==> src/rtl/rtp_pkg.sv <==
package rtp_pkg;

    localparam int BPS_W      = 24;
    localparam int LEVEL_W    = 6;
    localparam int STEP_W     = 11;
    localparam int PKT_W      = 8;
    localparam int EXTRA_W    = 12;
    localparam int TOTAL_W    = 19;
    localparam int ADJ_W      = 12;
    localparam int HOLD_W     = 5;
    localparam int FRAC_W     = 3;

    localparam int PROD_W     = BPS_W + PKT_W;
    localparam int DVSR_W     = 13;
    localparam int ITER_W     = 6;
    localparam int RATE_Q_W   = 20;
    localparam int SUM_W      = 22;

    localparam int CFG_IDX_W  = 2;
    localparam int CFG_DATA_W = 24;
    localparam int S_DATA_W   = 40;
    localparam int M_DATA_W   = 64;

    localparam logic [DVSR_W-1:0]  RATE_DIVISOR = 13'd8000;
    localparam logic [DVSR_W-1:0]  FRAME_BYTES  = 13'd5;
    localparam logic [ITER_W-1:0]  RATE_ITERS   = 6'd32;
    localparam logic [ITER_W-1:0]  TOTAL_ITERS  = 6'd19;
    localparam logic [TOTAL_W-1:0] TOTAL_MAX    = '1;
    localparam logic [HOLD_W-1:0]  HOLD_MAX     = '1;

    localparam logic [LEVEL_W-1:0] LEVEL_HIGH_RST  = 6'h30;
    localparam logic [LEVEL_W-1:0] LEVEL_LOW_RST   = 6'h10;
    localparam logic [STEP_W-1:0]  ADJUST_STEP_RST = 11'd1024;

    typedef enum logic [CFG_IDX_W-1:0] {
        REG_BYTES_PER_SECOND,
        REG_LEVEL_HIGH,
        REG_LEVEL_LOW,
        REG_ADJUST_STEP
    } cfg_reg_t;

    typedef enum logic [2:0] {
        ST_IDLE,
        ST_MUL,
        ST_RATE_DIV,
        ST_SUM,
        ST_FRAME_DIV,
        ST_LEN_DIV,
        ST_DONE
    } pacer_state_t;

    typedef struct packed {
        logic                  start;
        logic [PROD_W-1:0]     dividend;
        logic [DVSR_W-1:0]     divisor;
        logic [ITER_W-1:0]     iters;
    } div_req_t;

    typedef struct packed {
        logic                  done;
        logic [PROD_W-1:0]     quotient;
        logic [DVSR_W-1:0]     remainder;
    } div_rsp_t;

endpackage

==> src/rtl/tx_fifo_rate_pacer.sv <==
// Channel   Dir  Accepted when          Payload
// s_*       in   s_tvalid & s_tready    tuser: op; tdata: level, count, good, extra
// m_*       out  m_tvalid & m_tready    tdata: total, first, other, level_request
// cfg_*     in   cfg_we                 cfg_index selects, cfg_data carries value
//
// A level report is taken without leaving the idle state and gives no result. A transfer
// completion holds off the input while it runs a serial multiply, a serial divide by
// 8000, one sum step and two divides on the same divider unit, then puts its result out
// and returns to idle to take the next request.
// Reset clears all pacing state and loads the register defaults; no clearing pass.
// A waiting result does not block the next request; a second one waits until it is taken.
module tx_fifo_rate_pacer
#(
    parameter int CHECK_PACKETS = 1000,
    parameter int HOLD_REPORTS  = 16
)
(
    input  logic                              clk,
    input  logic                              rst_n,

    input  logic                              cfg_we,
    input  logic [rtp_pkg::CFG_IDX_W-1:0]     cfg_index,
    input  logic [rtp_pkg::CFG_DATA_W-1:0]    cfg_data,

    input  logic                              s_tvalid,
    output logic                              s_tready,
    // fifo_level[5:0], packet_count[13:6], good_packets[21:14], extra_bytes[33:22]
    input  logic [rtp_pkg::S_DATA_W-1:0]      s_tdata,
    // op[0]
    input  logic                              s_tuser,

    output logic                              m_tvalid,
    input  logic                              m_tready,
    // total_bytes[18:0], first_length[37:19], other_length[56:38], level_request[57]
    output logic [rtp_pkg::M_DATA_W-1:0]      m_tdata
);

    localparam int PSC_W = $clog2(CHECK_PACKETS + 256);

    // Configuration registers.
    logic [rtp_pkg::BPS_W-1:0]    bps_reg;
    logic [rtp_pkg::LEVEL_W-1:0]  level_high_reg;
    logic [rtp_pkg::LEVEL_W-1:0]  level_low_reg;
    logic [rtp_pkg::STEP_W-1:0]   adjust_step_reg;

    // Pacing state.
    logic [rtp_pkg::FRAC_W-1:0]        frac_reg;
    logic signed [rtp_pkg::ADJ_W-1:0]  pend_reg;
    logic [rtp_pkg::HOLD_W-1:0]        hold_reg;
    logic [PSC_W-1:0]                  psc_reg;

    // Per-request working registers.
    rtp_pkg::pacer_state_t             state_reg;
    rtp_pkg::pacer_state_t             state_next;
    logic [rtp_pkg::PKT_W-1:0]         pkts_reg;
    logic [rtp_pkg::EXTRA_W-1:0]       extra_reg;
    logic                              req_flag_reg;
    logic [rtp_pkg::TOTAL_W-1:0]       sum_reg;
    logic [rtp_pkg::TOTAL_W-1:0]       total_reg;

    logic                              m_tvalid_reg;
    logic [rtp_pkg::M_DATA_W-1:0]      m_tdata_reg;

    // Input fields.
    logic                              in_op;
    logic [rtp_pkg::LEVEL_W-1:0]       in_level;
    logic [rtp_pkg::PKT_W-1:0]         in_pkts;
    logic [rtp_pkg::PKT_W-1:0]         in_good;
    logic [rtp_pkg::EXTRA_W-1:0]       in_extra;

    logic                              accept;
    logic                              mul_start;
    logic [rtp_pkg::PROD_W-1:0]        mul_product;
    logic                              mul_done;
    rtp_pkg::div_req_t                 div_req;
    rtp_pkg::div_rsp_t                 div_rsp;
    logic                              out_load;

    logic signed [rtp_pkg::SUM_W-1:0]  sum_s;
    logic [rtp_pkg::TOTAL_W-1:0]       sum_clamp;
    logic [rtp_pkg::TOTAL_W-1:0]       total_calc;
    logic [PSC_W-1:0]                  psc_sum;
    logic [rtp_pkg::TOTAL_W-1:0]       len_other;
    logic [rtp_pkg::TOTAL_W-1:0]       len_first;

    assign in_op    = s_tuser;
    assign in_level = s_tdata[5:0];
    assign in_pkts  = s_tdata[13:6];
    assign in_good  = s_tdata[21:14];
    assign in_extra = s_tdata[33:22];

    assign s_tready = (state_reg == rtp_pkg::ST_IDLE);
    assign accept   = s_tvalid && s_tready;

    rtp_mul u_mul
    (
        .clk          (clk),
        .rst_n        (rst_n),
        .start        (mul_start),
        .multiplicand (bps_reg),
        .multiplier   (in_pkts),
        .product      (mul_product),
        .done         (mul_done)
    );

    rtp_div u_div
    (
        .clk   (clk),
        .rst_n (rst_n),
        .req   (div_req),
        .rsp   (div_rsp)
    );

    // Rate quotient plus adjustment, priming bytes and carried remainder, clamped.
    always_comb
    begin
        sum_s = $signed({{(rtp_pkg::SUM_W - rtp_pkg::RATE_Q_W){1'b0}},
                         div_rsp.quotient[rtp_pkg::RATE_Q_W-1:0]})
              + rtp_pkg::SUM_W'(pend_reg)
              + $signed({{(rtp_pkg::SUM_W - rtp_pkg::EXTRA_W){1'b0}}, extra_reg})
              + $signed({{(rtp_pkg::SUM_W - rtp_pkg::FRAC_W){1'b0}}, frac_reg});
        if (sum_s[rtp_pkg::SUM_W-1])
        begin
            sum_clamp = '0;
        end
        else if (sum_s[rtp_pkg::SUM_W-2:0] > (rtp_pkg::SUM_W-1)'(rtp_pkg::TOTAL_MAX))
        begin
            sum_clamp = rtp_pkg::TOTAL_MAX;
        end
        else
        begin
            sum_clamp = sum_s[rtp_pkg::TOTAL_W-1:0];
        end
    end

    assign total_calc = sum_reg - rtp_pkg::TOTAL_W'(div_rsp.remainder);
    assign psc_sum    = psc_reg + PSC_W'(in_good);

    // The first packet takes the split remainder on top of the common length.
    always_comb
    begin
        if (pkts_reg == '0)
        begin
            len_other = '0;
            len_first = total_reg;
        end
        else
        begin
            len_other = div_rsp.quotient[rtp_pkg::TOTAL_W-1:0];
            len_first = div_rsp.quotient[rtp_pkg::TOTAL_W-1:0]
                      + rtp_pkg::TOTAL_W'(div_rsp.remainder);
        end
    end

    always_comb
    begin
        state_next = state_reg;
        unique case (state_reg)
            rtp_pkg::ST_IDLE:
            begin
                if (accept && in_op)
                begin
                    state_next = rtp_pkg::ST_MUL;
                end
            end
            rtp_pkg::ST_MUL:
            begin
                if (mul_done)
                begin
                    state_next = rtp_pkg::ST_RATE_DIV;
                end
            end
            rtp_pkg::ST_RATE_DIV:
            begin
                if (div_rsp.done)
                begin
                    state_next = rtp_pkg::ST_SUM;
                end
            end
            rtp_pkg::ST_SUM:
            begin
                state_next = rtp_pkg::ST_FRAME_DIV;
            end
            rtp_pkg::ST_FRAME_DIV:
            begin
                if (div_rsp.done)
                begin
                    state_next = rtp_pkg::ST_LEN_DIV;
                end
            end
            rtp_pkg::ST_LEN_DIV:
            begin
                if (div_rsp.done)
                begin
                    state_next = rtp_pkg::ST_DONE;
                end
            end
            rtp_pkg::ST_DONE:
            begin
                if (!m_tvalid_reg || m_tready)
                begin
                    state_next = rtp_pkg::ST_IDLE;
                end
            end
            default:
            begin
                state_next = rtp_pkg::ST_IDLE;
            end
        endcase
    end

    always_comb
    begin
        mul_start        = 1'b0;
        out_load         = 1'b0;
        div_req.start    = 1'b0;
        div_req.dividend = mul_product;
        div_req.divisor  = rtp_pkg::RATE_DIVISOR;
        div_req.iters    = rtp_pkg::RATE_ITERS;
        unique case (state_reg)
            rtp_pkg::ST_IDLE:
            begin
                mul_start = accept && in_op;
            end
            rtp_pkg::ST_MUL:
            begin
                div_req.start = mul_done;
            end
            rtp_pkg::ST_SUM:
            begin
                div_req.start    = 1'b1;
                div_req.dividend = {sum_clamp,
                                    {(rtp_pkg::PROD_W - rtp_pkg::TOTAL_W){1'b0}}};
                div_req.divisor  = rtp_pkg::FRAME_BYTES;
                div_req.iters    = rtp_pkg::TOTAL_ITERS;
            end
            rtp_pkg::ST_FRAME_DIV:
            begin
                div_req.start    = div_rsp.done;
                div_req.dividend = {total_calc,
                                    {(rtp_pkg::PROD_W - rtp_pkg::TOTAL_W){1'b0}}};
                div_req.divisor  = rtp_pkg::DVSR_W'(pkts_reg);
                div_req.iters    = rtp_pkg::TOTAL_ITERS;
            end
            rtp_pkg::ST_DONE:
            begin
                out_load = !m_tvalid_reg || m_tready;
            end
            default:
            begin
                mul_start = 1'b0;
            end
        endcase
    end

    always_ff @(posedge clk or negedge rst_n)
    begin
        if (!rst_n)
        begin
            state_reg       <= rtp_pkg::ST_IDLE;
            bps_reg         <= '0;
            level_high_reg  <= rtp_pkg::LEVEL_HIGH_RST;
            level_low_reg   <= rtp_pkg::LEVEL_LOW_RST;
            adjust_step_reg <= rtp_pkg::ADJUST_STEP_RST;
            frac_reg        <= '0;
            pend_reg        <= '0;
            hold_reg        <= '0;
            psc_reg         <= '0;
            m_tvalid_reg    <= 1'b0;
        end
        else
        begin
            state_reg <= state_next;

            if (cfg_we)
            begin
                unique case (rtp_pkg::cfg_reg_t'(cfg_index))
                    rtp_pkg::REG_BYTES_PER_SECOND: bps_reg <= cfg_data[rtp_pkg::BPS_W-1:0];
                    rtp_pkg::REG_LEVEL_HIGH: level_high_reg <= cfg_data[rtp_pkg::LEVEL_W-1:0];
                    rtp_pkg::REG_LEVEL_LOW:  level_low_reg  <= cfg_data[rtp_pkg::LEVEL_W-1:0];
                    rtp_pkg::REG_ADJUST_STEP:
                        adjust_step_reg <= cfg_data[rtp_pkg::STEP_W-1:0];
                    default: bps_reg <= bps_reg;
                endcase
            end

            // Level report: corrections only after the hold period has run out.
            if (accept && !in_op)
            begin
                if (hold_reg < rtp_pkg::HOLD_W'(HOLD_REPORTS))
                begin
                    hold_reg <= hold_reg + 1'b1;
                    pend_reg <= '0;
                end
                else if (in_level > level_high_reg)
                begin
                    hold_reg <= '0;
                    pend_reg <= -$signed({1'b0, adjust_step_reg});
                end
                else if (in_level < level_low_reg)
                begin
                    hold_reg <= '0;
                    pend_reg <= $signed({1'b0, adjust_step_reg});
                end
                else
                begin
                    if (hold_reg != rtp_pkg::HOLD_MAX)
                    begin
                        hold_reg <= hold_reg + 1'b1;
                    end
                    pend_reg <= '0;
                end
            end

            if (accept && in_op)
            begin
                if (psc_sum >= PSC_W'(CHECK_PACKETS))
                begin
                    psc_reg <= '0;
                end
                else
                begin
                    psc_reg <= psc_sum;
                end
            end

            if (state_reg == rtp_pkg::ST_SUM)
            begin
                pend_reg <= '0;
            end

            if ((state_reg == rtp_pkg::ST_FRAME_DIV) && div_rsp.done)
            begin
                frac_reg <= div_rsp.remainder[rtp_pkg::FRAC_W-1:0];
            end

            if (out_load)
            begin
                m_tvalid_reg <= 1'b1;
            end
            else if (m_tready)
            begin
                m_tvalid_reg <= 1'b0;
            end
        end
    end

    always_ff @(posedge clk)
    begin
        if (accept && in_op)
        begin
            pkts_reg     <= in_pkts;
            extra_reg    <= in_extra;
            req_flag_reg <= (psc_sum >= PSC_W'(CHECK_PACKETS));
        end
        if (state_reg == rtp_pkg::ST_SUM)
        begin
            sum_reg <= sum_clamp;
        end
        if ((state_reg == rtp_pkg::ST_FRAME_DIV) && div_rsp.done)
        begin
            total_reg <= total_calc;
        end
        if (out_load)
        begin
            m_tdata_reg <= {{(rtp_pkg::M_DATA_W - 3 * rtp_pkg::TOTAL_W - 1){1'b0}},
                            req_flag_reg, len_other, len_first, total_reg};
        end
    end

    assign m_tvalid = m_tvalid_reg;
    assign m_tdata  = m_tdata_reg;

endmodule

==> src/rtl/rtp_mul.sv <==
// Shift-and-add multiplier: one multiplier bit per cycle, least significant first.
module rtp_mul
(
    input  logic                              clk,
    input  logic                              rst_n,
    input  logic                              start,
    input  logic [rtp_pkg::BPS_W-1:0]         multiplicand,
    input  logic [rtp_pkg::PKT_W-1:0]         multiplier,
    output logic [rtp_pkg::PROD_W-1:0]        product,
    output logic                              done
);

    localparam int CNT_W = $clog2(rtp_pkg::PKT_W + 1);

    logic [rtp_pkg::PROD_W-1:0]  p_reg;
    logic [rtp_pkg::PROD_W-1:0]  p_next;
    logic [CNT_W-1:0]            cnt_reg;
    logic                        busy_reg;
    logic                        done_reg;
    logic [rtp_pkg::BPS_W:0]     partial;

    always_comb
    begin
        partial = {1'b0, p_reg[rtp_pkg::PROD_W-1:rtp_pkg::PKT_W]}
                + (p_reg[0] ? {1'b0, multiplicand} : '0);
        p_next  = {partial, p_reg[rtp_pkg::PKT_W-1:1]};
    end

    always_ff @(posedge clk or negedge rst_n)
    begin
        if (!rst_n)
        begin
            cnt_reg  <= '0;
            busy_reg <= 1'b0;
            done_reg <= 1'b0;
        end
        else
        begin
            done_reg <= 1'b0;
            if (start)
            begin
                cnt_reg  <= CNT_W'(rtp_pkg::PKT_W);
                busy_reg <= 1'b1;
            end
            else if (busy_reg)
            begin
                cnt_reg <= cnt_reg - 1'b1;
                if (cnt_reg == CNT_W'(1))
                begin
                    busy_reg <= 1'b0;
                    done_reg <= 1'b1;
                end
            end
        end
    end

    always_ff @(posedge clk)
    begin
        if (start)
        begin
            p_reg <= {{rtp_pkg::BPS_W{1'b0}}, multiplier};
        end
        else if (busy_reg)
        begin
            p_reg <= p_next;
        end
    end

    assign product = p_reg;
    assign done    = done_reg;

endmodule

==> src/rtl/rtp_div.sv <==
// Restoring divider, one quotient bit per cycle. The dividend is left-aligned
// and the iteration count says how many of its top bits take part.
module rtp_div
(
    input  logic                 clk,
    input  logic                 rst_n,
    input  rtp_pkg::div_req_t    req,
    output rtp_pkg::div_rsp_t    rsp
);

    logic [rtp_pkg::PROD_W-1:0]  dq_reg;
    logic [rtp_pkg::DVSR_W-1:0]  rem_reg;
    logic [rtp_pkg::DVSR_W-1:0]  dvsr_reg;
    logic [rtp_pkg::ITER_W-1:0]  cnt_reg;
    logic                        busy_reg;
    logic                        done_reg;
    logic [rtp_pkg::DVSR_W:0]    trial;
    logic                        q_bit;
    logic [rtp_pkg::DVSR_W:0]    diff;

    always_comb
    begin
        trial = {rem_reg, dq_reg[rtp_pkg::PROD_W-1]};
        q_bit = (trial >= {1'b0, dvsr_reg});
        diff  = trial - {1'b0, dvsr_reg};
    end

    always_ff @(posedge clk or negedge rst_n)
    begin
        if (!rst_n)
        begin
            cnt_reg  <= '0;
            busy_reg <= 1'b0;
            done_reg <= 1'b0;
        end
        else
        begin
            done_reg <= 1'b0;
            if (req.start)
            begin
                cnt_reg  <= req.iters;
                busy_reg <= 1'b1;
            end
            else if (busy_reg)
            begin
                cnt_reg <= cnt_reg - 1'b1;
                if (cnt_reg == rtp_pkg::ITER_W'(1))
                begin
                    busy_reg <= 1'b0;
                    done_reg <= 1'b1;
                end
            end
        end
    end

    always_ff @(posedge clk)
    begin
        if (req.start)
        begin
            dq_reg   <= req.dividend;
            rem_reg  <= '0;
            dvsr_reg <= req.divisor;
        end
        else if (busy_reg)
        begin
            dq_reg  <= {dq_reg[rtp_pkg::PROD_W-2:0], q_bit};
            rem_reg <= q_bit ? diff[rtp_pkg::DVSR_W-1:0] : trial[rtp_pkg::DVSR_W-1:0];
        end
    end

    assign rsp.done      = done_reg;
    assign rsp.quotient  = dq_reg;
    assign rsp.remainder = rem_reg;

endmodule

==> config.mk <==
export PLATFORM = sky130hd
export DESIGN_NAME = tx_fifo_rate_pacer
export DESIGN_NICKNAME = d
export VERILOG_FILES = /design/src/rtl/rtp_pkg.sv /design/src/rtl/tx_fifo_rate_pacer.sv /design/src/rtl/rtp_mul.sv /design/src/rtl/rtp_div.sv
export SDC_FILE = /design/constraint.sdc
export NUM_CORES = 1
export LEC_CHECK = 0
export ABC_AREA = 1
export BUFFER_PORTS_ARGS = -buffer_cell sky130_fd_sc_hd__buf_2
export CORE_MARGIN = 2
export CORE_UTILIZATION = 56
export DETAILED_ROUTE_END_ITERATION = 10
export PLACE_DENSITY_LB_ADDON = 0.08
export SYNTH_ARGS = -nofsm -noshare
export SYNTH_HDL_FRONTEND = slang
export SYNTH_SLANG_ARGS = --single-unit
==> constraint.sdc <==
create_clock -name clk -period 3.5 [get_ports clk]
set_input_delay 0 -clock clk [delete_from_list [all_inputs] [get_ports clk]]
set_output_delay 0 -clock clk [all_outputs]
set_load 0.05 [all_outputs]
==> results of run 1 <==
==> stage by stage <==
step / hold slack, ns / setup slack [ns] / cell area, um^2
after floorplan: -0.2956 / 0.2900 / 19130
after global placement: 0.1790 / 0.1429 / 20320
after CTS: 0.003914 / 0.03511 / 22010
final: 0.02676 / 0.1837 / 22120
after detailed placement: 0.1786 / 0.04341 / 20320
after global routing: 0.05655 / -0.01953 / 22120
==> timing repair <==
action / 4_1_cts / 5_1_grt
setup buffers: 0 / 0
gates resized for setup: 0 / 14
hold endpoints to repair: 144 / 0
setup endpoints to repair: 0 / 38
hold buffers: 49 / 0
==> layout make-up <==
cell class / instances / share of cell area
clock inverter: 17 / 0.01142
clock buffer: 47 / 0.04298
multi-input combinational: 1590 / 0.4184
tap: 448 / 0.02534
inverter: 389 / 0.06623
timing repair buffer: 212 / 0.06804
sequential: 299 / 0.3676
==> kinds of logic after synthesis <==
logic type | Yosys count | synth area share
compound gates | 376 | 0.1103
flops | 299 | 0.4256
simple gates | 986 | 0.2278
fa+ha+maj | 155 | 0.1094
other cells | 1 | 0.0001962
xor+xnor | 54 | 0.02475
mux | 13 | 0.007661
buf+inv | 444 | 0.09435
==> worst register-to-register path, cell delays in order, from the launching register on <==
cell       delay (ns)
dfrtp_1          0.35
inv_1            0.06
fa_1             0.53
inv_1            0.05
fa_1             0.46
ha_2             0.23
fa_2             0.39
nand3_1          0.12
nand3_2          0.12
nand4_1          0.14
nand4_1          0.16
nand2_4          0.17
clkbuf_16        0.19
nand3_2          0.09
a21oi_2          0.14
==> worst min path at each step <==
stage | startpoint | end | slack [ns]
2_1_floorplan | rst_n | adjust_step_reg[0] | -0.30
3_3_place_gp | rst_n | level_low_reg[5] | 0.18
3_5_place_dp | s_tdata[22] | extra_reg[0] | 0.18
4_1_cts | s_tuser | hold_reg[2] | 0.004
5_1_grt | s_tuser | hold_reg[2] | 0.06
6_report | cfg_index[0] | level_high_reg[4] | 0.03
==> report_power, final <==
group	internal [mW]	switching, mW
Clock	2.31	1.53
Combinational	4.30	8.12
Sequential	5.25	0.920
Total	11.9	10.6
==> synth_stat cells, types with 12 or more instances <==
cell type and count:
mux2_2 13, o21ai_0 160, dfxtp_1 37, nor3_1 21, nand3_2 19, dfrtp_1 92
nand3_1 157, nand4_1 22, edfxtp_1 166, a21oi_2 12, nand2_1 524, buf_2 12
xor2_1 34, a21oi_1 120, inv_1 372, inv_2 15, clkbuf_1 23, fa_1 20
o21ai_1 16, nor2_1 180, ha_1 135, xnor2_1 20, o21bai_1 18
==> per-layer routing <==
metal | routed length (um) | track usage | vias to the layer above
li1 | - | - | 8066
met1 | 22830 | 0.3897 | 7611
met2 | 25490 | 0.5255 | 509
met3 | 2714 | 0.03055 | 88
met4 | 1701 | 0.08894 | 0
met5 | 0 | 0 | -
==> impl_results.md, run 1 <==
* Sum Neg Setup Slack at 0 ns
* Vias in the first global route at roughly 16000
* Max Fclk at ~300 MHz
* Crit start category: register
* Post-DR vias/cell at 5.421
* Die Wd at 188.7 um
* I/O pin total at 138
* Multi-input logic area at slightly above 9000 um^2
* Crit path cell chain: inv_1 > fa_1 > inv_1 > fa_1 > ha_2 > fa_2 > nand3_1 > nand3_2 > nand4_1 > nand4_1 > nand2_4 > clkbuf_16 > nand3_2 > a21oi_2
* Reg2reg start: frac_reg[1]
* Crit path buf inv count at 3
* Initial antenna violation count at 0
* Crit-path slowest cell: fa_1
* Reg2reg path depth at 14
* P&R area growth vs syn at 15.77%
* Synth warnings at 0
* Post-DR wirelength/cell at 17.57 um
* Clock Pin Slew Worst Setup and Hold Paths at approximately 0.06 ns
* Worst slew pin tran at 0.9299 ns
* Post-synth ARST share at 0.3211
* Final Power at 22.45 mW
* P_leak at 10.85 nW
* Cells after synthesis at ~2300
* Crit Path Max Fanout at 9
* Synth top area share at 0.2609
* Worst setup path endpoint: u_div.dq_reg[28]
* Post-synth EDFFs at 166
* Sequential cell area fraction in the yosys report at 0.4256
* Reg area at 8133 um^2
* Cell family with most CP delay: adder cells
* I/O Buffers at around 130
* CP Class: reg -> reg
* Top post-synthesis cells by area: edfxtp_1 (26%), dfrtp_1 (12%), nand2_1 (10%)
* DRC viols at 0
* Most frequent cells in the layout: nand2_1 (524), inv_1 (369), nor2_1 (177)
* Syn avg cell area at 8.208 um^2
* CTS tree: yes
* First-pass GRT wire length at 83350 um
* # setup viols final at 0
* Die Y at 188.7 um
* Register bit count reported by yosys at 299
* Initial Util at 0.5699
* Via count at 16274
* Slew headroom at 0.3801
* Crit-path max cell delay at 0.53 ns
* Root buffer cell: clkbuf_16
* Overflow left after global routing at 0
* Drt first pass iters at 5
* Cell area power density at 1015 nW/um^2
* Routed wire length at 52740 um
* R2R setup slack at 0.18 ns
* Hold depth at 3
* CP Capture Type: register
* Yosys cell types at 63
* WP data arrival at 3.71 ns
* Maximum VDD drop at 0.5661 mV
* Final Cycle Share at 0.9475
* Max FFs per register at 58
* Clk Latency, worst-skew pair at 0.54 ns
* Worst Setup SP: frac_reg[1]
* Status: finished, final reports clean
* Final GP Congestion at 0.9645
* Inst Count DP at 2886
* Reg2reg end: u_div.dq_reg[28]
* GRT Util Overall at 0.2985
* Core Region at approximately 34000 um^2
* Fillers at between 2000 and 3000
* Cts bufs inserted at 35
* First DRT Iteration DRCs at 1230
* Req. time, crit path at 3.90 ns
* Post-Syn Area at 19110 um^2
* Min Tclk post-route at 3.316 ns
* Worst Skew at 0.01776 ns
* H-Tree Level Count at 2
* Fin. Hold Viols at 0
* CTS max path bufs at 3
* Worst Hold Class: in -> reg
* Nets@finish at 2754
* WP depth at 14
* Layout cells sized above 1 at 0.1308
* Clock tree sinks at about 300
* Cell taking the most area after synthesis: edfxtp_1
* Post-route ant nets at 0
* Largest net degree at the start of global routing at 71
* Final std cells w/o fill at 3002
* Max cap viols at 0
* Full die area at between 30000 and 40000 um^2
* Commonest non-fill, non-tap cell in the layout: nand2_1
* Ys flop type: edfxtp_1
* Slew Limit Fails at 0
* Rows at 67
* Ant diodes at 0
* HPWL Detailed at 40740 um
* Final Core Density at 0.6597
Power figures use the tool's default switching activity.
==> inputs of run 2 (changes only) <==
- CORE_UTILIZATION: 56 -> 65
- clock period: 3.5 -> 3.9 ns (I/O delays scaled with it)
==> impl_results.md, run 2 (same netlist as run 1, synthesis figures left out) <==
* Status: finished, final reports clean
* CTS max path bufs at 3
* Max FFs per register at 58
* DRC viols at 0
* Final Cell Area at 21670 um^2
* Fillers at between 2000 and 2500
* Reg2reg start: frac_reg[1]
* Reg2reg end: u_div.dq_reg[30]
* Die Y at 175.5 um
* Pre-CTS setup slack at 0.3783 ns
* Clock Pin Slew Worst Setup and Hold Paths at approximately 0.060 ns
* Unrepaired setup endpoints after global routing: no
* R2R setup slack at 0.29 ns
* Setup repair bufs after CTS at 0
* Final Cycle Share at 0.9264
* Final GP Congestion at 0.9614
* CTS tree: yes
* Reg2reg path depth at 16
* First-pass GRT wire length at 81240 um
* Post-DR wirelength/cell at 17.67 um
* WP data arrival at 3.88 ns
* CP Capture Type: register
* Inst Count DP at approximately 2800
* Worst Hold Class: in -> reg
* Most frequent cells in the layout: nand2_1 (524), inv_1 (372), nor2_1 (177)
* Final Power at roughly 20 mW
* Crit Path Max Fanout at 4
* Crit start category: register
* H-Tree Level Count at 2
* Max cap viols at 0
* Full die area at 30780 um^2
* Commonest non-fill, non-tap cell in the layout: nand2_1
* First DRT Iteration DRCs at between 1000 and 1500
* Nets@finish at 2735
* Max Fclk at 276.8 MHz
* Die Wd at 175.5 um
* Post-route ant nets at 0
* Sum Neg Setup Slack at 0 ns
* Post-DR vias/cell at 5.674
* Vias in the first global route at 15867
* Hold Startpoint: s_tuser
* Root buffer cell: clkbuf_16
* Rows at 62
* I/O Buffers at about 130
* Min Tclk post-route at 3.613 ns
* Most numerous cell on the critical path: nand2_1
* Placed cell areas at between 20000 and 25000 um^2
* Req. time, crit path at between 4 and 5 ns
* HPWL Detailed at around 39000 um
* Slew headroom at 0.4211
* Endpoint with the worst hold slack: hold_reg[2]
* Initial antenna violation count at 2
* Layout cells sized above 1 at 0.1176
* Setup ws final at around 0.29 ns
* Via count at between 15000 and 20000
* Crit-path max cell delay at 0.52 ns
* Initial Util at 0.6622
* # setup viols final at 0
* Final std cells w/o fill at 2919
* Overflow left after global routing at 0
* Clock tree sinks at 299
* Maximum VDD drop at 0.5406 mV
* Largest net degree at the start of global routing at roughly 60
* Worst Skew at around 0.018 ns
* Fin. Hold Viols at 0
* Crit path cell chain: inv_1 > fa_1 > inv_1 > fa_1 > ha_1 > fa_1 > nand3_1 > nand3_1 > nand2_1 > nand2_1 > nand2_1 > nand3b_1 > nand2_1 > nand3_4 > nand3_2 > a21oi_2
* Slew Limit Fails at 0
* Drt first pass iters at 6
* Routed wire length at 51590 um
* Cts bufs inserted at 34
* P&R area growth vs syn at 13.42%
* Cell area power density at 904.8 nW/um^2
* P_leak at 10.66 nW
* CP Class: reg -> reg
* Hold depth at 5
* Core Region at 28860 um^2
* Clk Latency, worst-skew pair at 0.52 ns
* Crit-path slowest cell: fa_1
* Worst slew pin tran at ~0.87 ns
* I/O pin total at between 100 and 150
* GRT Util Overall at 0.3363
[run 2: cell types whose count changed in the layout (fill, tap and decap cells not counted), sizes merged, moves of 3 or more]
cell / previous run / this run
buf: 161 / 147
bufinv: 5 / 2
clkbuf: 49 / 53
inv: 393 / 390
[run 2: power by group]
part | switching (mW) | internal, mW
registers | 0.873 | 4.72
clock network | 1.29 | 1.86
logic | 7.16 | 3.70
[run 2: through the flow]
| step | hold WS [ns] | utilization |
|---|---|---|
| finish | 0.01348 | 0.7510 |
| global route | 0.06609 | 0.7508 |
| CTS | 0.01090 | 0.7508 |
| detailed placement | 0.1092 | 0.6967 |
| global placement | 0.1033 | 0.6967 |
| floorplan | -0.2956 | - |
[run 2: final cells by class]
class,count,area [um^2],share of cell area
diodes,2,5.005,0.0002309
clock buffers,53,973.4,0.04492
clock inverters,8,117.6,0.005427
inverters,389,1465,0.06761
multi-input cells,1590,9209,0.4249
flip-flops and latches,299,8133,0.3753
well taps,384,480.5,0.02217
repair buffers,194,1289,0.05947
[run 2: repair_timing]
item                                   4_1_cts  5_1_grt
hold buffers                                47        0
endpoints found under the hold margin      136        0
resized for setup                            0        0
[run 2: worst max-delay path: cells and delay by family (launching register included)]
kind            cells  cell delay [ns]
fa+ha+maj           4             1.70
buf+inv             2             0.12
compound gates      1             0.06
flops               1             0.34
simple gates        9             1.14
[run 2: how the worst max path moves through the flow]
stage,to,cells past startpoint,slack (ns),start
after floorplan,m_tdata[0],4,0.16,state_reg[1]
after global placement,u_div.dq_reg[30],16,0.45,frac_reg[1]
after detailed placement,u_div.dq_reg[15],14,0.38,frac_reg[1]
after CTS,u_div.dq_reg[17],14,0.35,frac_reg[1]
after global routing,u_div.dq_reg[30],17,0.20,frac_reg[1]
final,u_div.dq_reg[30],16,0.29,frac_reg[1]
[run 2: layer usage]
| layer | track usage | part of all wire |
|---|---|---|
| met2 | 0.5651 | 0.47 |
| met4 | 0.1715 | 0.055 |
| met5 | 0 | 0 |
| met3 | 0.04221 | 0.059 |
| met1 | 0.4303 | 0.41 |
